$ cat config.mk
export PLATFORM = sky130hd
export DESIGN_NAME = command_deframer_with_lock_top
export DESIGN_NICKNAME = d
export VERILOG_FILES = /design/src/hw/rtl/cdl_pkg.sv /design/src/hw/rtl/cdl_step.sv /design/src/hw/rtl/command_deframer_with_lock_top.sv
export SDC_FILE = /design/constraint.sdc
export NUM_CORES = 1
export LEC_CHECK = 0
export BUFFER_PORTS_ARGS = -buffer_cell sky130_fd_sc_hd__buf_2
export CAP_MARGIN = 20
export CORE_MARGIN = 4
export CORE_UTILIZATION = 34
export DETAILED_ROUTE_END_ITERATION = 12
export GPL_TIMING_DRIVEN = 0
export SYNTH_ARGS = -nofsm -noshare
export SYNTH_HDL_FRONTEND = slang
export SYNTH_HIERARCHICAL = 1
export SYNTH_SLANG_ARGS = --single-unit
$ cat constraint.sdc
create_clock -name clk -period 2.8 [get_ports clk]
set_input_delay 0.84 -clock clk [delete_from_list [all_inputs] [get_ports clk]]
set_output_delay 0.84 -clock clk [all_outputs]
set_load 0.02 [all_outputs]
$ cat src/hw/rtl/cdl_pkg.sv
// ----------------------------------------------------------------------------
// cdl_pkg
// Shared types, codes and the command length table of the command deframer.
// ----------------------------------------------------------------------------
package cdl_pkg;

	localparam logic [4:0]  OP_INIT         = 5'd0;
	localparam logic [4:0]  OP_LOCK_A       = 5'd1;
	localparam logic [4:0]  OP_LOCK_B       = 5'd2;
	localparam logic [4:0]  OP_STRING       = 5'd17;
	localparam logic [4:0]  OP_LAST         = 5'd17;
	localparam logic [31:0] KEY_RESET       = 32'h8FE9_9CD4;
	localparam logic [7:0]  MASK_PRIMARY    = 8'h01;
	localparam logic [7:0]  MASK_SECONDARY  = 8'h02;
	localparam logic [3:0]  POS_SAT         = 4'd8;
	localparam logic [3:0]  KEY_LAST_POS    = 4'd4;

	typedef enum logic [0:0] {
		REG_UNLOCK_KEY = 1'b0,
		REG_NODE_SEC   = 1'b1
	} reg_idx_t;

	typedef enum logic [3:0] {
		EV_IGNORED = 4'd0,
		EV_START   = 4'd1,
		EV_PAYLOAD = 4'd2,
		EV_DONE    = 4'd3,
		EV_SCHAR   = 4'd4,
		EV_SEND    = 4'd5,
		EV_UNLOCK  = 4'd6,
		EV_REFUSED = 4'd7,
		EV_LOCKERR = 4'd8,
		EV_RESTART = 4'd9
	} event_t;

	typedef struct packed {
		logic        unlocked;
		logic [4:0]  cur_op;
		logic [3:0]  bytes_left;
		logic [3:0]  position;
		logic [31:0] key_shift;
		logic        string_mode;
	} frm_state_t;

	typedef struct packed {
		event_t      ev;
		logic [4:0]  opcode;
		logic [3:0]  byte_offset;
		logic [7:0]  data;
		logic        unlocked;
	} frm_result_t;

	function automatic logic [3:0] cmd_len(input logic [4:0] op);
		logic [3:0] len;
		case (op)
			5'd0:    len = 4'd6;
			5'd1:    len = 4'd2;
			5'd2:    len = 4'd3;
			5'd3:    len = 4'd3;
			5'd4:    len = 4'd9;
			5'd5:    len = 4'd2;
			5'd6:    len = 4'd5;
			5'd7:    len = 4'd1;
			5'd8:    len = 4'd3;
			5'd9:    len = 4'd2;
			5'd10:   len = 4'd1;
			5'd11:   len = 4'd1;
			5'd12:   len = 4'd4;
			5'd13:   len = 4'd2;
			5'd14:   len = 4'd2;
			5'd15:   len = 4'd3;
			5'd16:   len = 4'd2;
			5'd17:   len = 4'd1;
			default: len = 4'd1;
		endcase
		return len;
	endfunction

endpackage

$ cat src/hw/rtl/cdl_step.sv
// ----------------------------------------------------------------------------
// cdl_step
// Next-state and result logic for one received byte.
// ----------------------------------------------------------------------------
module cdl_step import cdl_pkg::*; (
	input  frm_state_t  st,
	input  logic [7:0]  rx,
	input  logic [31:0] unlock_key,
	input  logic        node_sec,
	output frm_state_t  nxt,
	output frm_result_t res
);

	logic [4:0]  limit;
	logic [7:0]  mask;
	logic [3:0]  pos_sat;
	logic [3:0]  pos_inc;
	logic [3:0]  bl_dec;
	logic [3:0]  len;
	logic [31:0] key_upd;

	assign limit   = st.unlocked ? OP_LAST : OP_INIT;
	assign mask    = node_sec ? MASK_SECONDARY : MASK_PRIMARY;
	assign pos_sat = (st.position < POS_SAT) ? st.position + 4'd1 : st.position;
	assign pos_inc = st.position + 4'd1;
	assign bl_dec  = st.bytes_left - 4'd1;
	assign len     = cmd_len(rx[4:0]);
	assign key_upd = (st.cur_op == OP_INIT && pos_inc <= KEY_LAST_POS) ?
	                 {rx, st.key_shift[31:8]} : st.key_shift;

	always_comb begin
		nxt             = st;
		res.ev          = EV_IGNORED;
		res.opcode      = st.cur_op;
		res.byte_offset = st.position;
		res.data        = rx;
		if (st.string_mode) begin
			nxt.position    = pos_sat;
			res.opcode      = OP_STRING;
			res.byte_offset = pos_sat;
			if (rx == 8'd0) begin
				nxt.string_mode = 1'b0;
				nxt.bytes_left  = 4'd0;
				res.ev          = EV_SEND;
			end else begin
				res.ev = EV_SCHAR;
			end
		end else if (st.bytes_left == 4'd0) begin
			res.opcode      = rx[4:0];
			res.byte_offset = 4'd0;
			if (rx > {3'b000, limit}) begin
				nxt.unlocked = 1'b0;
				res.ev       = EV_LOCKERR;
			end else begin
				nxt.cur_op    = rx[4:0];
				nxt.position  = 4'd0;
				nxt.key_shift = 32'd0;
				if (len == 4'd1) begin
					if (rx[4:0] == OP_STRING) begin
						nxt.string_mode = 1'b1;
						res.ev          = EV_START;
					end else begin
						res.ev = EV_DONE;
					end
				end else begin
					nxt.bytes_left = len - 4'd1;
					res.ev         = EV_START;
				end
			end
		end else if (rx == 8'd0 && !st.unlocked) begin
			nxt.cur_op      = OP_INIT;
			nxt.bytes_left  = cmd_len(OP_INIT) - 4'd1;
			nxt.position    = 4'd0;
			nxt.key_shift   = 32'd0;
			res.ev          = EV_RESTART;
			res.opcode      = OP_INIT;
			res.byte_offset = 4'd0;
		end else begin
			nxt.position    = pos_inc;
			nxt.bytes_left  = bl_dec;
			nxt.key_shift   = key_upd;
			res.byte_offset = pos_inc;
			if (bl_dec != 4'd0) begin
				res.ev = EV_PAYLOAD;
			end else if (st.cur_op == OP_INIT) begin
				if (key_upd == unlock_key && (rx & mask) != 8'd0) begin
					nxt.unlocked = 1'b1;
					res.ev       = EV_UNLOCK;
				end else begin
					res.ev = EV_REFUSED;
				end
			end else if (st.cur_op == OP_LOCK_A || st.cur_op == OP_LOCK_B) begin
				nxt.unlocked = 1'b0;
				res.ev       = EV_LOCKERR;
			end else begin
				res.ev = EV_DONE;
			end
		end
		res.unlocked = nxt.unlocked;
	end

endmodule

$ cat src/hw/rtl/command_deframer_with_lock_top.sv
// path: a request is accepted into the input register, and its result is
// loaded into the output register once that register is free or being read
// throughput: one byte per cycle unless the output stalls, the input and
// output registers part the two sides so a byte is taken while a result waits
// reset: arst_n clears control state, locks the block and loads key defaults
// ----------------------------------------------------------------------------
// command_deframer_with_lock_top
// Byte-wise command deframer with init key lock.
// ----------------------------------------------------------------------------
module command_deframer_with_lock_top import cdl_pkg::*; (
	input  logic        clk,
	input  logic        arst_n,
	input  logic        in_valid,
	output logic        in_ready,
	input  logic [7:0]  rx_byte,
	output logic        out_valid,
	input  logic        out_ready,
	output logic [3:0]  event_res,
	output logic [4:0]  opcode,
	output logic [3:0]  byte_offset,
	output logic [7:0]  data,
	output logic        unlocked,
	input  logic        cfg_valid,
	output logic        cfg_ready,
	input  logic [0:0]  cfg_index,
	input  logic [31:0] cfg_data
);

	logic        valid_s1;
	logic [7:0]  rx_s1;
	logic        out_valid_q;
	frm_result_t res_q;
	frm_state_t  state_q;
	frm_state_t  state_nxt;
	frm_result_t step_res;
	logic [31:0] unlock_key_q;
	logic        node_sec_q;
	logic        advance;

	assign advance   = valid_s1 && (!out_valid_q || out_ready);
	assign in_ready  = !valid_s1 || advance;
	assign cfg_ready = 1'b1;

	cdl_step u_step (
		.st         (state_q),
		.rx         (rx_s1),
		.unlock_key (unlock_key_q),
		.node_sec   (node_sec_q),
		.nxt        (state_nxt),
		.res        (step_res)
	);

	always_ff @(posedge clk or negedge arst_n) begin
		if (!arst_n) begin
			unlock_key_q <= KEY_RESET;
			node_sec_q   <= 1'b0;
		end else if (cfg_valid && cfg_ready) begin
			case (reg_idx_t'(cfg_index))
				REG_UNLOCK_KEY: unlock_key_q <= cfg_data;
				REG_NODE_SEC:   node_sec_q   <= cfg_data[0];
				default:        ;
			endcase
		end
	end

	always_ff @(posedge clk or negedge arst_n) begin
		if (!arst_n) begin
			valid_s1 <= 1'b0;
		end else if (in_ready) begin
			valid_s1 <= in_valid;
		end
	end

	always_ff @(posedge clk) begin
		if (in_valid && in_ready) begin
			rx_s1 <= rx_byte;
		end
	end

	always_ff @(posedge clk or negedge arst_n) begin
		if (!arst_n) begin
			state_q <= '0;
		end else if (advance) begin
			state_q <= state_nxt;
		end
	end

	always_ff @(posedge clk or negedge arst_n) begin
		if (!arst_n) begin
			out_valid_q <= 1'b0;
		end else if (advance) begin
			out_valid_q <= 1'b1;
		end else if (out_ready) begin
			out_valid_q <= 1'b0;
		end
	end

	always_ff @(posedge clk) begin
		if (advance) begin
			res_q <= step_res;
		end
	end

	assign out_valid   = out_valid_q;
	assign event_res   = res_q.ev;
	assign opcode      = res_q.opcode;
	assign byte_offset = res_q.byte_offset;
	assign data        = res_q.data;
	assign unlocked    = res_q.unlocked;

	a_unlock_sets_flag: assert property (@(posedge clk) disable iff (!arst_n)
		advance && step_res.ev == EV_UNLOCK |=> state_q.unlocked)
		else $error("unlock event without unlocked state");

	a_lockerr_clears_flag: assert property (@(posedge clk) disable iff (!arst_n)
		advance && step_res.ev == EV_LOCKERR |=> !state_q.unlocked)
		else $error("lock error event left block unlocked");

	a_string_opcode: assert property (@(posedge clk) disable iff (!arst_n)
		state_q.string_mode |-> state_q.cur_op == OP_STRING)
		else $error("string mode with wrong opcode");

	a_ready_low_full: assert property (@(posedge clk) disable iff (!arst_n)
		!in_ready |-> valid_s1 && out_valid_q && !out_ready)
		else $error("input stalled without a full pipeline");

endmodule
==> impl_metrics.py <==
metrics = {
    "run_status": {
        "status": "finished, violations left",
        "violations": "negative setup slack",
    },
    "timing": {
        "worstMarginPinSlew_ns": 0.8886,
        "finalHoldViolations": 0,
        "max_freq_mhz": 332.8,
        "max-slew-margin-rel_pct": 40.69,
        "min_period_over_period_pct": 107.3,
        "period_needed_ns": 3.005,
        "setup_viol": 3,
        "rsz0062_at_grt": "true",
        "whs_ns": 0.3211,
        "drv_slew": 0,
        "fin_ws_ns": -0.2049,
        "fin_skew_ns": 0.008249,
    },
    "clock_tree": {
        "hold_buffers": 0,
        "cts_tree": "built",
        "numCtsBuffers": 9,
        "cts-root-buf": "clkbuf_16",
        "htreeDepth": 3,
        "cts_buffer_depth": 2,
        "path_clk_slew_ns": 0.08,
        "clock-sinks": 112,
        "clock_latency_ns": 0.36,
    },
    "synth": {
        "syn_nets": 605,
        "synth.top_cell.area_share_pct": 25.18,
        "synthTopCellsByArea": "dfrtp_1 (25%), edfxtp_1 (14%), mux2_2 (11%)",
        "syn_avg_cell_area_sq_um": 11.57,
        "seq_area_frac_synth_pct": 46.77,
        "synth_edf_count": 30,
        "ys_ff_latch": 112,
        "syn_inst": 550,
        "yosys_warnings": 6,
        "async_reset_ff_share_pct": 73.21,
        "ys.flop_type": "dfrtp_1",
        "synth_area_sq_um": 6361,
        "ys_types": 67,
        "yosys.area.top_type": "dfrtp_1",
    },
    "global_route": {
        "grt.overflow.total": 0,
        "grt_pass1_vias": 5029,
        "antenna_found_initial": 0,
        "grt_usage_pct": 17.78,
        "grt_max_degree": 72,
        "grt_first_pass_wirelength_um": 28600,
    },
    "power": {
        "power_uw": 8752,
        "p_clk_share_pct": 16.1,
        "p_per_area_nw_per_um2": 1150,
        "total_switching_power_uw": 3507,
        "switching_share_pct": 40.06,
        "p_leak_uw": 0.003328,
        "max-vdd-ir-drop_v": 0.0004867,
        "pwr-share-comb_pct": 51.9,
        "p_seq_share_pct": 32.0,
        "p_int_uw": 5246,
    },
    "placement": {
        "globalplace.congestion": 0.8697,
        "dpl_worst_slack_ns": -0.6372,
        "port-buffer-count": 69,
        "dp_hpwl_um": 13080,
    },
    "die": {
        "core_area_sq_um": 18210,
        "die_w_um": 144.8,
        "pin_count": 71,
        "initial_utilization_pct": 34.93,
        "chipHeight_um": 144.8,
        "rows": 49,
        "die_area_sq_um": 20960,
    },
    "routing": {
        "wire_per_inst_um": 20.24,
        "detail-route-antenna-nets": 0,
        "drc": 0,
        "drtIter0Drc": 285,
        "num_vias": 4848,
        "drt-pass1-iter-count": 5,
        "routed_via_density": 5.503,
        "drt_wl_total_um": 17840,
    },
    "final_layout": {
        "multi_input_area_sq_um": 3128,
        "num-nets-final": 702,
        "syn_to_final_growth_pct": 19.69,
        "regArea_sq_um": 2979,
        "drive_gt1_share_pct": 39.42,
        "antennaDiodeCount": 0,
        "fill_cells": 1728,
        "post-route-util_pct": 41.81,
    },
    "setup_path": {
        "crit_fanout": 4,
        "worstPathArrival_ns": 3.25,
        "worstPathRequired_ns": 3.04,
        "worst-setup-path-type": "flop to flop",
        "worstSetupStartpointType": "flop",
        "end_kind": "flop",
    },
    "worst_hold_path": {
        "min_path_type": "input pin to async pin",
    },
    "flow_run": {
        "maxCapViolations": 0,
    },
}
routing by layer:
layer  global-route usage (%)  vias up  wire [um]
li1                         -     2224          -
met1                    23.44     2443       7823
met2                    29.22      151       8575
met3                    4.206       30        984
met4                    5.155        0        452
met5                        0        -          0
final timing paths:
check / start / end / slack (ns) / depth (start not counted)
max in group asynchronous: arst_n / unlock_key_q[7] / 1.82 / 2
worst min register to register: unlock_key_q[8] / unlock_key_q[8] / 0.53 / 1
worst max-delay path: state_q[33] / unlocked / -0.20 / 11
worst min-delay path: arst_n / state_q[40] / 0.32 / 1
min in group clk: unlock_key_q[8] / unlock_key_q[8] / 0.53 / 1
worst max register to register: state_q[33] / unlocked / -0.20 / 11
cells in the final DEF, fill, tap and decap left out, types with 19 or more instances in the layout:
master and count:
nand2_1 32, mux2_4 19, buf_2 78, inv_1 32, nor2_1 19, edfxtp_1 30
dfrtp_1 61, a22o_1 33, mux2_2 60, buf_4 28
power by group through the flow:
stage / Clock (uW) / Combinational [uW] / Sequential [uW]
floorplan: 0 / 2970 / 2650
global placement: 0 / 3890 / 2800
detailed placement: 0 / 3970 / 2810
CTS: 1440 / 4370 / 2780
global route: 1510 / 4940 / 2880
finish: 1410 / 4550 / 2800
Yosys cell counts (7+ instances only):
master and count:
a21oi_1 12, a22o_1 33, a22oi_1 13, buf_2 9, buf_4 12, buf_6 7
clkbuf_1 9, dfrtp_1 64, dfstp_2 18, edfxtp_1 30, ha_1 9, inv_1 33
mux2_2 60, mux2_4 19, mux2i_1 12, nand2_1 32, nand2b_1 8, nor2_1 19
o21ai_0 17, o22ai_1 11, xnor2_1 16, xor2_1 12
registers in the layout (all words and copies together), names as in the netlist, 4 cells and up:
signal        cells
state_q          47
unlock_key_q     32
data              8
rx_s1             8
opcode            5
byte_offset       4
event_res         4
per-stage QoR:
stage | cell area [sq um] | setup TNS, ns | std cells
6_report | 7614 | -0.5920 | 881
5_1_grt | 7614 | -0.8375 | 881
4_1_cts | 7517 | -0.3588 | 878
3_5_place_dp | 7023 | -19.61 | 849
3_3_place_gp | 6993 | -16.66 | 848
2_1_floorplan | 6361 | 0 | 550
layout make-up:
type                            instances  area share (%)
Multi-Input combinational cell        367           41.08
Sequential cell                       112           39.13
Timing Repair Buffer                   87           6.656
Tap cell                              229           3.763
Buffer                                 37           3.500
Clock buffer                            9           2.958
Inverter                               33           1.660
Clock inverter                          7           1.249
logic make-up (layout without fill, tap and decap cells):
| logic type | count (synthesis) | in the layout | share of synthesized area (%) |
|---|---|---|---|
| simple gates | 107 | 107 | 8.950 |
| other cells | 1 | 1 | 0.05895 |
| compound gates | 128 | 128 | 15.15 |
| buf+inv | 71 | 173 | 5.921 |
| flops | 112 | 112 | 46.77 |
| fa+ha+maj | 9 | 9 | 1.770 |
| mux | 94 | 94 | 17.53 |
| xor+xnor | 28 | 28 | 3.855 |
critical path, stage by stage, from the launching register on:
cell and delay [ns]:
dfrtp_2 0.45, nand3_4 0.11, ha_4 0.21, nor3_4 0.13, o211ai_2 0.19, a2111o_1 0.43
a222oi_1 0.45, and4_1 0.31, and4_4 0.26, buf_4 0.13, o2bb2ai_4 0.11, buf_4 0.12
timing repair:
| item | 4_1_cts | 5_1_grt |
|---|---|---|
| resized for setup | 22 | 21 |
| cloned | 0 | 1 |
| buffers inserted | 13 | 3 |
| pin swaps | 11 | 12 |
| setup endpoints to repair | 49 | 41 |
No activity file was read; power rests on OpenSTA's default activity.
